==> src/hw/rtl/u8bd_pkg.sv <==
package u8bd_pkg;

  localparam int COUNT_BITS_DEF = 16;
  localparam int BYTE_W         = 8;
  localparam int CP_W           = 16;
  localparam int SHOWN_W        = 16;
  localparam int PARTIAL_W      = 10;

  // Lead byte classes
  localparam logic [7:0] ASCII_MASK  = 8'h80;
  localparam logic [7:0] LEAD2_MASK  = 8'he0;
  localparam logic [7:0] LEAD2_CODE  = 8'hc0;
  localparam logic [7:0] LEAD3_MASK  = 8'hf0;
  localparam logic [7:0] LEAD3_CODE  = 8'he0;
  localparam logic [7:0] LEAD2_BITS  = 8'h1f;
  localparam logic [7:0] LEAD3_BITS  = 8'h0f;
  localparam logic [7:0] CONT_BITS   = 8'h3f;
  localparam logic [SHOWN_W-1:0] SHOWN_MAX = 16'hffff;

  typedef enum logic [1:0] {
    ST_CHAR     = 2'd0,
    ST_END      = 2'd1,
    ST_BAD_LEAD = 2'd2,
    ST_TRUNC    = 2'd3
  } status_t;

  typedef struct packed {
    logic [CP_W-1:0]    code_point;
    status_t            status;
    logic [SHOWN_W-1:0] char_count;
    logic               end_of_string;
  } result_t;

  // Handshake between input stage and decoder
  typedef struct packed {
    logic              step;
    logic [BYTE_W-1:0] text_byte;
  } step_t;

endpackage

==> src/hw/rtl/utf8_bmp_stream_decoder.sv <==
// Channel | Dir | Ports                       | Contents
// in_     | in  | tvalid tready tdata[7:0]    | raw string byte, zero ends the string
// out_    | out | tvalid tready tdata[31:0]   | code point, saturated char count
//         |     | tuser[1:0] tlast            | status, last word of the string
//
// One byte per clock sustained while out_tready stays high; an accepted byte is
// held in the input register, then decoded into the result register.
// A byte that yields no result (lead or middle byte, bytes after an error)
// still takes one slot in the decode stage.
// Reset: synchronous, active low; clears decode state and both valid flags.
// Stalls: out_tready low holds the result register; the input register then
// fills and in_tready drops after one more word.
module utf8_bmp_stream_decoder
  import u8bd_pkg::*;
#(
  parameter int COUNT_BITS = COUNT_BITS_DEF
) (
  input  logic        clk,
  input  logic        rst_n,
  input  logic        in_tvalid,
  output logic        in_tready,
  input  logic [7:0]  in_tdata,    // [7:0] text_byte
  output logic        out_tvalid,
  input  logic        out_tready,
  output logic [31:0] out_tdata,   // [15:0] code_point, [31:16] char_count
  output logic [1:0]  out_tuser,   // [1:0] status
  output logic        out_tlast    // end_of_string
);

  step_t   step;
  logic    res_vld;
  result_t res;
  result_t res_q;
  logic    out_free;
  logic    load;

  u8bd_in_stage u_in (
    .clk       (clk),
    .rst_n     (rst_n),
    .in_tvalid (in_tvalid),
    .in_tready (in_tready),
    .in_tdata  (in_tdata),
    .dn_free   (out_free),
    .step_o    (step)
  );

  // decode state advances only when the result slot can take the outcome
  u8bd_core #(
    .COUNT_BITS (COUNT_BITS)
  ) u_core (
    .clk     (clk),
    .rst_n   (rst_n),
    .step_i  (step),
    .res_vld (res_vld),
    .res     (res)
  );

  assign load = step.step & res_vld;

  u8bd_out_stage u_out (
    .clk        (clk),
    .rst_n      (rst_n),
    .load       (load),
    .res_i      (res),
    .up_free    (out_free),
    .out_tvalid (out_tvalid),
    .out_tready (out_tready),
    .res_o      (res_q)
  );

  assign out_tdata = {res_q.char_count, res_q.code_point};
  assign out_tuser = res_q.status;
  assign out_tlast = res_q.end_of_string;

  // A decode step never overruns a held result.
  a_no_overrun: assert property (@(posedge clk) disable iff (!rst_n)
    step.step |-> (!out_tvalid || out_tready))
    else $error("decode step while result register is blocked");

  // Character words never carry tlast; every other status does.
  a_last_kind: assert property (@(posedge clk) disable iff (!rst_n)
    out_tvalid |-> ((out_tuser == ST_CHAR) == !out_tlast))
    else $error("tlast does not match status");

  // Result valid rises only after a decode step that produced a result.
  a_rise_src: assert property (@(posedge clk) disable iff (!rst_n)
    $rose(out_tvalid) |-> $past(load))
    else $error("result appeared without a decode step");

  // Non-char results have a zero code point.
  a_cp_zero: assert property (@(posedge clk) disable iff (!rst_n)
    (out_tvalid && out_tlast) |-> (out_tdata[15:0] == '0))
    else $error("end word carries a code point");

endmodule

==> src/hw/rtl/u8bd_in_stage.sv <==
module u8bd_in_stage
  import u8bd_pkg::*;
(
  input  logic              clk,
  input  logic              rst_n,
  input  logic              in_tvalid,
  output logic              in_tready,
  input  logic [BYTE_W-1:0] in_tdata,
  input  logic              dn_free,   // decoder may take a word this cycle
  output step_t             step_o
);

  logic              vld_r, vld_nxt;
  logic [BYTE_W-1:0] byte_r;
  logic              adv;

  assign adv       = vld_r & dn_free;
  assign in_tready = ~vld_r | adv;

  always_comb begin
    vld_nxt = vld_r;
    if (in_tvalid && in_tready) begin
      vld_nxt = 1'b1;
    end else if (adv) begin
      vld_nxt = 1'b0;
    end
  end

  always_ff @(posedge clk) begin
    if (!rst_n) begin
      vld_r <= 1'b0;
    end else begin
      vld_r <= vld_nxt;
    end
  end

  always_ff @(posedge clk) begin
    if (in_tvalid && in_tready) begin
      byte_r <= in_tdata;
    end
  end

  assign step_o.step      = adv;
  assign step_o.text_byte = byte_r;

endmodule

==> src/hw/rtl/u8bd_core.sv <==
module u8bd_core
  import u8bd_pkg::*;
#(
  parameter int COUNT_BITS = COUNT_BITS_DEF
) (
  input  logic    clk,
  input  logic    rst_n,
  input  step_t   step_i,
  output logic    res_vld,
  output result_t res
);

  localparam logic [COUNT_BITS-1:0] CNT_MAX = {COUNT_BITS{1'b1}};

  logic [1:0]            pend_r, pend_nxt;
  logic [PARTIAL_W-1:0]  part_r, part_nxt;
  logic [COUNT_BITS-1:0] cnt_r, cnt_nxt;
  logic                  halt_r, halt_nxt;

  logic [BYTE_W-1:0]     b;
  logic [CP_W-1:0]       joined;
  logic [COUNT_BITS-1:0] cnt_inc;
  logic [COUNT_BITS-1:0] cnt_show_src;
  logic [SHOWN_W-1:0]    cnt_shown;
  logic                  is_char;

  assign b       = step_i.text_byte;
  assign joined  = {part_r, b[5:0] & CONT_BITS[5:0]};
  assign cnt_inc = (cnt_r == CNT_MAX) ? cnt_r : cnt_r + 1'b1;

  // byte completes a char: last continuation, or plain byte at a boundary
  assign is_char = (b != '0) & ~halt_r &
                   ((pend_r == 2'd1) | ((pend_r == 2'd0) & ((b & ASCII_MASK) == '0)));

  // char results show the count including this char
  assign cnt_show_src = is_char ? cnt_inc : cnt_r;

  generate
    if (COUNT_BITS > SHOWN_W) begin : g_sat
      assign cnt_shown = (|cnt_show_src[COUNT_BITS-1:SHOWN_W]) ? SHOWN_MAX
                                                               : cnt_show_src[SHOWN_W-1:0];
    end else if (COUNT_BITS == SHOWN_W) begin : g_eq
      assign cnt_shown = cnt_show_src;
    end else begin : g_ext
      assign cnt_shown = {{(SHOWN_W-COUNT_BITS){1'b0}}, cnt_show_src};
    end
  endgenerate

  always_comb begin
    pend_nxt              = pend_r;
    part_nxt              = part_r;
    cnt_nxt               = cnt_r;
    halt_nxt              = halt_r;
    res_vld               = 1'b0;
    res.code_point        = '0;
    res.status            = ST_CHAR;
    res.char_count        = cnt_shown;
    res.end_of_string     = 1'b0;
    if (step_i.step) begin
      priority if (b == '0) begin
        // terminator: end or truncation, silent after an error
        res_vld           = ~halt_r;
        res.status        = (pend_r != 2'd0) ? ST_TRUNC : ST_END;
        res.end_of_string = 1'b1;
        pend_nxt          = '0;
        part_nxt          = '0;
        cnt_nxt           = '0;
        halt_nxt          = 1'b0;
      end else if (halt_r) begin
        res_vld = 1'b0;
      end else if (pend_r != 2'd0) begin
        pend_nxt = pend_r - 2'd1;
        if (pend_r == 2'd1) begin
          part_nxt       = '0;
          res_vld        = 1'b1;
          res.code_point = joined;
          cnt_nxt        = cnt_inc;
        end else begin
          part_nxt = joined[PARTIAL_W-1:0];
        end
      end else if ((b & ASCII_MASK) == '0) begin
        res_vld        = 1'b1;
        res.code_point = {{(CP_W-BYTE_W){1'b0}}, b};
        cnt_nxt        = cnt_inc;
      end else if ((b & LEAD2_MASK) == LEAD2_CODE) begin
        pend_nxt = 2'd1;
        part_nxt = {{(PARTIAL_W-BYTE_W){1'b0}}, b & LEAD2_BITS};
      end else if ((b & LEAD3_MASK) == LEAD3_CODE) begin
        pend_nxt = 2'd2;
        part_nxt = {{(PARTIAL_W-BYTE_W){1'b0}}, b & LEAD3_BITS};
      end else begin
        res_vld           = 1'b1;
        res.status        = ST_BAD_LEAD;
        res.end_of_string = 1'b1;
        halt_nxt          = 1'b1;
        pend_nxt          = '0;
        part_nxt          = '0;
      end
    end
  end

  always_ff @(posedge clk) begin
    if (!rst_n) begin
      pend_r <= '0;
      part_r <= '0;
      cnt_r  <= '0;
      halt_r <= 1'b0;
    end else begin
      pend_r <= pend_nxt;
      part_r <= part_nxt;
      cnt_r  <= cnt_nxt;
      halt_r <= halt_nxt;
    end
  end

endmodule

==> src/hw/rtl/u8bd_out_stage.sv <==
module u8bd_out_stage
  import u8bd_pkg::*;
(
  input  logic    clk,
  input  logic    rst_n,
  input  logic    load,
  input  result_t res_i,
  output logic    up_free,     // result register can take a word
  output logic    out_tvalid,
  input  logic    out_tready,
  output result_t res_o
);

  logic    vld_r, vld_nxt;
  result_t res_r;

  assign up_free = ~vld_r | out_tready;

  always_comb begin
    vld_nxt = vld_r;
    if (load) begin
      vld_nxt = 1'b1;
    end else if (out_tready) begin
      vld_nxt = 1'b0;
    end
  end

  always_ff @(posedge clk) begin
    if (!rst_n) begin
      vld_r <= 1'b0;
    end else begin
      vld_r <= vld_nxt;
    end
  end

  always_ff @(posedge clk) begin
    if (load) begin
      res_r <= res_i;
    end
  end

  assign out_tvalid = vld_r;
  assign res_o      = res_r;

endmodule

==> config.mk <==
export PLATFORM = sky130hd
export DESIGN_NAME = utf8_bmp_stream_decoder
export DESIGN_NICKNAME = d
export VERILOG_FILES = /design/src/hw/rtl/u8bd_pkg.sv /design/src/hw/rtl/utf8_bmp_stream_decoder.sv /design/src/hw/rtl/u8bd_in_stage.sv /design/src/hw/rtl/u8bd_core.sv /design/src/hw/rtl/u8bd_out_stage.sv
export SDC_FILE = /design/constraint.sdc
export NUM_CORES = 1
export LEC_CHECK = 0
export BUFFER_PORTS_ARGS = -buffer_cell sky130_fd_sc_hd__buf_2
export CORE_UTILIZATION = 57
export DETAILED_ROUTE_END_ITERATION = 8
export HOLD_SLACK_MARGIN = 0.12
export PLACE_DENSITY = 0.89
export SYNTH_ARGS = -nofsm -noshare
export SYNTH_HDL_FRONTEND = slang
export SYNTH_SLANG_ARGS = --single-unit
==> constraint.sdc <==
create_clock -name clk -period 5.7 [get_ports clk]
set_clock_uncertainty 0.2 [all_clocks]
set_input_delay 0.57 -clock clk [delete_from_list [all_inputs] [get_ports clk]]
set_output_delay 0.57 -clock clk [all_outputs]
set_load 0.02 [all_outputs]
==> flow_summary.ini, run 1 <==
[global_route]
antenna_found_initial = 0
grt_max_degree = 34
first_pass_grt_wire_length_um = 12400
gr-usage-all-layers_pct = 26.0
globalRouteOverflowTotal = 0
via_count_of_the_first_global_routing_pass = 2562

[worst_setup_path]
critical_path_arrival_ns = 2.87
critPathLaunchType = flop
required_ns = 5.51
critical_path_class = reg -> reg
crit_path_max_fanout = 33
worst_setup_path_end_kind = flop

[routing]
ant_nets = 0
detail_route.drc_violations = 0
routed_via_density = 6.08
route.detailed.wl_per_inst_um = 16.6
route.final.wire_length_um = 7640
vias = 2797
drt_first_iter_violations = 276
drt-pass1-iter-count = 5

[run_status]
status = completed

[layout]
n_antenna_cell = 0
final_cells = 460
flow.area_growth_from_synthesis_pct = 13.4
final_util_pct = 66.8
design.final.nets = 393
mostFrequentLayoutCells = buf_2, edfxtp_1, nand2_1
layout-drive-gt1-share_pct = 20.8
final_common_cell = buf_2

[logic_synthesis]
syn_nets = 350
post_synth_instance_area_sq_um = 3470
ys_types = 62
synth-seq-cells = 74
netlist_instances = 337
syn-mean-instance-area_sq_um = 10.3
ys_async_sr_fraction_pct = 0
leading_register_cell_type_out_of_synthesis = edfxtp_1
yosys_warnings = 0
yosysSeqAreaShare_pct = 55.1
synth_enable_flop_cells = 43

[timing]
fin_setup_tns_ns = 0
max-slew-margin-rel_pct = 43.9
min_period_ns = 3.07
hold_slack_final_ns = 0.189
finalCritPeriodShare_pct = 53.8
max_freq_mhz = 326
report.final.setup_viol = 0
worst-slew-pin-transition_ns = 0.820
setup_repair_after_global_routing_missed_its_margin = false
timing_hold_violations_final = 0
final-max-slew-violation-count = 0

[placement]
gpl.final_weighted_congestion = 0.866
port_buffers = 48
dpl.cell_count = 444
post-dp-hpwl_um = 5300

[flow_run]
cap_viol_max_count = 0

[pwr]
p_per_area_nw_per_um2 = 276
leakagePower_nw = 1.44
power.share.combinational_pct = 6.7
clock_share_of_power_pct = 39.1
power.share.sequential_pct = 54.2
switching_power_uw = 268
cellInternalPower_uw = 820
switching_share_pct = 24.6
total_power_mw = 1.09
vdd_ir_drop_max_mv = 0.214

[min_path]
hold_path_class = in -> reg

[clock_network]
clk_transition_reported_paths_ns = 0.08
cts.hold.buffers_added = 0
cts_resized = 0
cts_root_buffer = clkbuf_8
worst_skew_pair.late_latency_ns = 0.35
cts.htree.levels = 3
cts.sink_count = 74
cts_setup_buffers = 0
cts_inserted_buffers = 9
clk_path_buf_depth = 2
tritoncts_clock_tree = yes

[floorplan]
die-area_sq_um = 6400
chipWidth_um = 80.0
placeableCoreArea_sq_um = 5890
pin_count = 49
die_h_um = 80.0
floorplan.initialDensity_pct = 58.9
placement_row_count = 28
## area by class of cell
| cell class | instances | area, sq um |
|---|---|---|
| fillers | 446 | 1950 |
| flip-flops and latches | 74 | 1910 |
| multi-input cells | 238 | 1440 |
| repair buffers | 49 | 248 |
| clock buffers | 10 | 138 |
| well taps | 75 | 93.8 |
| clock inverters | 6 | 72.6 |
| inverters | 8 | 30.0 |
## sequential cells by signal, summed over array words and instances (netlist names)
| name | cells |
|---|---|
| u_out.out_tvalid | 1 |
| u_in.byte_r | 8 |
| u_core.cnt_r | 16 |
| u_core.pend_r | 2 |
| u_in.vld_r | 1 |
| u_core.part_r | 10 |
| u_out.res_o | 35 |
| u_core.halt_r | 1 |
## through the flow
step                      instance area [sq um]  setup slack (ns)
after floorplan                            3470              1.66
after global routing                       3930              2.44
after CTS                                  3930              2.62
after detailed placement                   3720              2.64
final                                      3930              2.63
after global placement                     3720              2.77
## worst max-delay path: stages, from the launching register on
cell and delay [ns]:
edfxtp_1 0.43, nor4_2 0.55, nand2_1 0.45, a2111oi_4 0.61, buf_4 0.46
## worst paths after layout
path / depth (start not counted) / from / to / slack [ns]
max: 4 / u_in.byte_r[3]$_DFFE_PP_ / u_out.res_o[17]$_SDFFCE_PN0P_ / 2.63
min: 1 / in_tdata[5] / u_in.byte_r[5]$_DFFE_PP_ / 0.19
max reg2reg: 4 / u_in.byte_r[3]$_DFFE_PP_ / u_out.res_o[17]$_SDFFCE_PN0P_ / 2.63
min reg2reg: 2 / u_core.part_r[7]$_SDFFE_PN0P_ / u_core.part_r[7]$_SDFFE_PN0P_ / 0.26
## synthesized netlist by cell type, types with 7 or more instances
cell / count / share of area, %
a21oi_1: 33 / 4.8
and2_1: 19 / 3.4
buf_2: 7 / 1.0
dfxtp_1: 31 / 18
edfxtp_1: 43 / 37
inv_1: 7 / 0.76
nand2_1: 42 / 4.5
nand3_1: 13 / 1.9
nand4_1: 8 / 1.4
nor2_1: 27 / 2.9
xnor2_1: 7 / 1.8
## kinds of logic (layout without fill, tap and decap cells)
family / count (synthesis) / after routing / share of synthesized area (%)
AOI/OAI and AO/OA: 75 / 75 / 14.1
xor gates and xnor gates: 11 / 11 / 2.78
adders and majority gates: 1 / 1 / 0.361
buffers and inverters: 25 / 73 / 3.75
DFF: 74 / 74 / 55.1
muxes: 3 / 3 / 0.902
and+or+nand+nor: 148 / 148 / 23.0
## routing by layer
metal / vias to the layer above / global-route usage, % / share of wire [%]
met5: - / 0 / 0
met4: 0 / 11.3 / 1.6
met3: 15 / 7.09 / 6.9
met2: 126 / 39.8 / 47
met1: 1339 / 34.4 / 44
li1: 1317 / - / -
## power by group through the flow
stage	sequential (mW)	combinational (mW)	clock [mW]
finish	0.590	0.0726	0.425
global route	0.591	0.0789	0.452
CTS	0.590	0.0724	0.426
detailed placement	0.602	0.0717	0
global placement	0.601	0.0702	0
floorplan	0.613	0.0358	0
Note: power is estimated with default switching activity, not from simulation.
==> inputs of run 2 (changes only) <==
==> constraint.sdc (replaced) <==
create_clock -name clk -period 2.9 [get_ports clk]
set_clock_uncertainty 0.2 [all_clocks]
set_input_delay 0.29 -clock clk [delete_from_list [all_inputs] [get_ports clk]]
set_output_delay 0.29 -clock clk [all_outputs]
set_load 0.02 [all_outputs]
==> run 2 against run 1 <==
- sequential power up 97%
- combinational power up 120%
- largest cell class unchanged
- register-to-register slack worse by 2.2 ns
- non-clock buffer count up 15
- first-iteration DRC count down 9.4%
- total power up 90%
- clock-buffer cell count up 1
- die area unchanged
==> flow_summary.ini, run 2 (same netlist as run 1, synthesis figures left out) <==
[pwr]
p_per_area_nw_per_um2 = 507
leakagePower_nw = 1.49
vdd_ir_drop_max_mv = 0.288
total_power_mw = 2.06

[layout]
largest_reg_flops = 35
flow.area_growth_from_synthesis_pct = 17.2
nFillCells = 446
multiInputGateArea_sq_um = 1450
final_util_pct = 69.1
design.final.nets = 408
mostFrequentLayoutCells = buf_2, edfxtp_1, nand2_1
layout-drive-gt1-share_pct = 20.8
n_antenna_cell = 0
final_common_cell = buf_2
ff_latch_area_sq_um = 1910

[timing]
timing_hold_violations_final = 0
max-slew-margin-rel_pct = 45.1
report.final.setup_viol = 0
hold_slack_final_ns = 0.261
min_period_ns = 2.45
max_freq_mhz = 409
worst-slew-pin-transition_ns = 0.821
fin_setup_tns_ns = 0
final-max-slew-violation-count = 0
finalCritPeriodShare_pct = 84.4
setup_repair_after_global_routing_missed_its_margin = false

[floorplan]
die-area_sq_um = 6400
chipWidth_um = 80.0
floorplan.initialDensity_pct = 58.9
placement_row_count = 28
pin_count = 49
die_h_um = 80.0
placeableCoreArea_sq_um = 5890

[clock_network]
clk_transition_reported_paths_ns = 0.08
clk_path_buf_depth = 2
tritoncts_clock_tree = yes
cts_setup_buffers = 0
worst_skew_pair.late_latency_ns = 0.35
cts.htree.levels = 3
cts_root_buffer = clkbuf_8
cts_inserted_buffers = 9
cts.sink_count = 74

[run_status]
status = completed

[worst_setup_path]
rr_startpoint = u_core.cnt_r[0]$_SDFFE_PN0P_
worstPathCellList = ha_1, nand2_1, a2111oi_0, nand2_1, xnor2_1
critical_path_arrival_ns = 2.35
worst_setup_path_end_kind = flop
critPathLaunchType = flop
timing.critical_path.slowest_cell_delay_ns = 0.69
worst_setup_path_start = u_core.cnt_r[0]$_SDFFE_PN0P_
crit_slowest_cell = a2111oi_0
path_buf_inv = 0
required_ns = 2.80
critical-path-top-delay-family = compound AO/OA/AOI/OAI gates
crit_path_max_fanout = 8
worst_path_most_repeated_cell = nand2_1
critical_path_class = reg -> reg

[routing]
vias = 2855
route.final.wire_length_um = 7670
routed_via_density = 6.01
route.detailed.wl_per_inst_um = 16.1
ant_nets = 0
detail_route.drc_violations = 0
drt-pass1-iter-count = 5
drt_first_iter_violations = 250

[placement]
post-dp-hpwl_um = 5390
gpl.final_weighted_congestion = 0.927
port_buffers = 48

[global_route]
antenna_found_initial = 0
first_pass_grt_wire_length_um = 12100
via_count_of_the_first_global_routing_pass = 2557
globalRouteOverflowTotal = 0
gr-usage-all-layers_pct = 25.5
grt_max_degree = 25

[min_path]
hold_path_class = reg -> reg
worst_hold_startpoint = u_core.part_r[7]$_SDFFE_PN0P_

[flow_run]
cap_viol_max_count = 0
==> run 2: cell type report <==
| cell class | count | area share (%) |
|---|---|---|
| inverters | 8 | 0.739 |
| clock buffers | 11 | 3.72 |
| flip-flops and latches | 74 | 47.0 |
| well taps | 75 | 2.31 |
| repair buffers | 64 | 9.60 |
| clock inverters | 5 | 0.893 |
| multi-input cells | 238 | 35.7 |
==> run 2: path summary, 6_finish.rpt <==
kind / to / slack, ns / depth (start not counted)
max: u_out.res_o[11]$_DFFE_PP_ / 0.45 / 5
min: u_core.part_r[7]$_SDFFE_PN0P_ / 0.26 / 2
max reg2reg: u_out.res_o[11]$_DFFE_PP_ / 0.45 / 5
min reg2reg: u_core.part_r[7]$_SDFFE_PN0P_ / 0.26 / 2
==> run 2: per-stage QoR <==
| step | setup slack, ns | instance area (sq um) | instances |
|---|---|---|---|
| after floorplan | -0.0471 | 3490 | 337 |
| after global placement | 0.575 | 3760 | 447 |
| after detailed placement | 0.494 | 3760 | 447 |
| after CTS | 0.490 | 4070 | 475 |
| after global routing | 0.205 | 4070 | 475 |
| final | 0.452 | 4070 | 475 |
==> run 2: what timing repair did <==
item / CTS / global route
hold buffers: 12 / 0
gates resized for setup: 0 / 0
setup endpoints to repair: 0 / 0
hold endpoints to repair: 13 / 0
==> run 2: per-layer routing <==
| layer | vias to the layer above | part of all wire [%] | track usage [%] |
|---|---|---|---|
| met3 | 27 | 8.1 | 5.83 |
| met4 | 0 | 2.9 | 13.8 |
| met5 | - | 0 | 0 |
| li1 | 1353 | - | - |
| met1 | 1335 | 43 | 33.5 |
| met2 | 140 | 46 | 39.1 |
==> run 2: worst min-delay path, delay by kind of cell, from the launching register on <==
family	cells	cell delay (ns)
simple gates	1	0.05
compound gates	1	0.05
flops	1	0.31
==> run 2: where the power goes <==
part | total (mW) | switching, mW | internal (mW)
Combinational | 0.159 | 0.104 | 0.0550
Clock | 0.743 | 0.383 | 0.360
Sequential | 1.16 | 0.0192 | 1.14
Total | 2.06 | 0.506 | 1.55
==> inputs of run 3 (changes only) <==
--- a/config.mk
+++ b/config.mk
@@ -5,11 +5,12 @@
 export SDC_FILE = /design/constraint.sdc
 export NUM_CORES = 1
 export LEC_CHECK = 0
+export ABC_AREA = 1
 export BUFFER_PORTS_ARGS = -buffer_cell sky130_fd_sc_hd__buf_2
-export CORE_UTILIZATION = 57
+export CORE_UTILIZATION = 51
 export DETAILED_ROUTE_END_ITERATION = 8
 export HOLD_SLACK_MARGIN = 0.12
-export PLACE_DENSITY = 0.89
+export PLACE_DENSITY = 0.85
 export SYNTH_ARGS = -nofsm -noshare
 export SYNTH_HDL_FRONTEND = slang
 export SYNTH_SLANG_ARGS = --single-unit
==> constraint.sdc (replaced) <==
create_clock -name clk -period 2 [get_ports clk]
set_clock_uncertainty 0.2 [all_clocks]
set_input_delay 0.2 -clock clk [delete_from_list [all_inputs] [get_ports clk]]
set_output_delay 0.2 -clock clk [all_outputs]
set_load 0.02 [all_outputs]
==> run 3 against run 2 <==
- the flow now finishes with violations (design-rule violations, negative setup slack)
- synthesized area is 0.87% higher
- routed wire length rose by 3.3%
- sequential share of layout area down 2.0 points
- fmax rose by 22%
- critical path type unchanged
- largest power group unchanged
- final area rose by 4.6%
- sequential cell count is the same
- register-to-register slack got worse by 0.45 ns
==> flow_summary.ini, run 3 <==
[min_path]
hold_path_class = reg -> reg
whs_endpoint = u_core.part_r[4]$_SDFFE_PN0P_
hold_depth = 2
worst_hold_startpoint = u_core.part_r[4]$_SDFFE_PN0P_

[routing]
routed_via_density = 5.46
ant_nets = 0
drt_first_iter_violations = 271
detail_route.drc_violations = 4
drt-pass1-iter-count = 7
vias = 3099
route.final.wire_length_um = 7920
route.detailed.wl_per_inst_um = 13.9

[worst_setup_path]
critical_path_arrival_ns = 1.91
rr_startpoint = u_in.byte_r[5]$_DFFE_PP_
ff2ff_setup_slack_ns = -0.0007
worst_setup_path_end_kind = flop
crit_path_max_fanout = 10
regToRegEndpoint = u_out.res_o[6]$_DFFE_PP_
required_ns = 1.91
critPathLaunchType = flop
critical_path_class = reg -> reg
reg2regPathDepth = 7

[timing]
min_period_ns = 2.00
report.final.setup_viol = 3
final-max-slew-violation-count = 0
timing_hold_violations_final = 0
worst-slew-pin-transition_ns = 0.370
timing.final.ws_setup_ns = -0.000723
setup_repair_after_global_routing_missed_its_margin = true
max_freq_mhz = 500
fin_setup_tns_ns = -0.00152
finalCritPeriodShare_pct = 100
max-slew-margin-rel_pct = 75.3

[clock_network]
clk_path_buf_depth = 2
cts_inserted_buffers = 9
tritoncts_clock_tree = yes
cts.htree.levels = 3
clk_transition_reported_paths_ns = 0.08
worst_skew_pair.late_latency_ns = 0.36
cts_root_buffer = clkbuf_8
cts.sink_count = 74

[logic_synthesis]
yosysMostFrequentCell = nand2_1
netlist_instances = 410
yosys_warnings = 0
synth_largest_type_area_fraction_pct = 36.9
post_synth_instance_area_sq_um = 3500
ys_types = 30
synth_top_cells_by_count = nand2_1, nor2_1, edfxtp_1, inv_1, nand3_1
synth_enable_flop_cells = 43
synth-seq-cells = 74
netlist.top_cell.by_area = edfxtp_1
syn-mean-instance-area_sq_um = 8.54
ys_top_cells_by_area = edfxtp_1, dfxtp_1, nand2_1
leading_register_cell_type_out_of_synthesis = edfxtp_1
yosysSeqAreaShare_pct = 54.6
ys_async_sr_fraction_pct = 0
syn_nets = 423

[global_route]
globalRouteOverflowTotal = 0
gr-usage-all-layers_pct = 23.1
antenna_found_initial = 0
first_pass_grt_wire_length_um = 12900
via_count_of_the_first_global_routing_pass = 2796
grt_max_degree = 33

[layout]
largest_reg_flops = 35
n_antenna_cell = 0
final_common_cell = nand2_1
mostFrequentLayoutCells = nand2_1, nor2_1, buf_2
nFillCells = 479
flow.area_growth_from_synthesis_pct = 21.5
layout-drive-gt1-share_pct = 22.4
design.final.nets = 499
final_cells = 568

[pwr]
total_power_mw = 3.17
vdd_ir_drop_max_mv = 0.581
leakagePower_nw = 1.67
p_per_area_nw_per_um2 = 745

[placement]
gpl.final_weighted_congestion = 0.973
dpl.cell_count = 532
post-place-ws_ns = 0.0504
port_buffers = 48
post-dp-hpwl_um = 5110

[floorplan]
die_h_um = 84.8
placement_row_count = 29
die-area_sq_um = 7200
pin_count = 49
placeableCoreArea_sq_um = 6490
chipWidth_um = 84.8
floorplan.initialDensity_pct = 53.9

[run_status]
failed_checks = design-rule violations, negative setup slack
status = finished, violations left

[flow_run]
cap_viol_max_count = 0
-- run 3: cell count changes after synthesis, moves of 6 or more --
cell	change
inv_1	+31
nand3_1	+23
and2_1	-19
nand2_2	+7
nand2_1	+50
nor2_1	+24
xnor2_1	-6
o21ai_1	+11
-- run 3: worst max-delay path by stage --
stage,start,endpoint,slack (ns),depth (start not counted)
after global placement,u_in.byte_r[1]$_DFFE_PP_,u_out.res_o[14]$_DFFE_PP_,0.16,8
after global routing,u_in.byte_r[5]$_DFFE_PP_,u_out.res_o[10]$_DFFE_PP_,-0.10,7
after CTS,u_core.pend_r[0]$_SDFFE_PN0P_,u_out.res_o[9]$_DFFE_PP_,0.03,7
after floorplan,u_in.byte_r[5]$_DFFE_PP_,u_out.res_o[0]$_SDFFCE_PN0P_,-0.04,6
final,u_in.byte_r[5]$_DFFE_PP_,u_out.res_o[6]$_DFFE_PP_,-0.0007,7
after detailed placement,u_core.pend_r[0]$_SDFFE_PN0P_,u_out.res_o[9]$_DFFE_PP_,0.05,7
-- run 3: layout make-up --
| class | instances | area (sq um) | share of cell area [%] |
|---|---|---|---|
| inverter | 42 | 166 | 3.91 |
| tap | 77 | 96.3 | 2.27 |
| multi-input combinational | 280 | 1350 | 31.8 |
| clock inverter | 3 | 22.5 | 0.530 |
| sequential | 74 | 1910 | 45.0 |
| clock buffer | 13 | 170 | 4.00 |
| timing repair buffer | 79 | 531 | 12.5 |
-- run 3: per-layer routing --
layer  GRT usage, %  share of wire (%)  vias to the layer above
met5              0                  0                        -
met4           10.3                2.6                        0
met3           6.03                5.8                       23
met2           35.5                 47                      129
met1           31.2                 45                     1424
li1               -                  -                     1523
-- run 3: metrics by stage --
stage | hold slack (ns) | util [%] | area (sq um)
floorplan | 0.0989 | - | 3500
global placement | 0.177 | 59.4 | 3860
detailed placement | 0.178 | 59.4 | 3860
CTS | 0.278 | 64.4 | 4180
global route | 0.308 | 65.5 | 4250
finish | 0.276 | 65.5 | 4250
-- run 3: logic make-up (layout without fill, tap and decap cells) --
family	count (synthesis)	count (layout)	share of synthesized area (%)
AO/OA/AOI/OAI	65	65	9.80
XOR/XNOR	6	6	1.50
adder cells (fa/ha/maj)	1	1	0.357
buffers and inverters	56	137	7.11
flip-flops	74	74	54.6
AND/OR/NAND/NOR	208	208	26.6
-- run 3: repair_timing --
item                       in CTS  in global routing
hold endpoints to repair       19                  0
hold buffers                   13                  0
resized for setup               0                  7
buffers inserted                0                  7
setup endpoints to repair       0                 71
-- run 3: worst max-delay path, cell delays in order (launching register included) --
cell	delay [ns]
edfxtp_1	0.47
inv_1	0.14
nand3_1	0.12
nand2_1	0.14
nand2_1	0.09
o211ai_1	0.18
clkinvlp_4	0.20
buf_4	0.21
-- run 3: power by group --
group | internal [mW] | switching [mW] | leakage (nW)
clock network | 0.563 | 0.563 | 0.0987
registers | 1.68 | 0.0292 | 0.662
logic | 0.116 | 0.219 | 0.914
total | 2.35 | 0.812 | 1.67
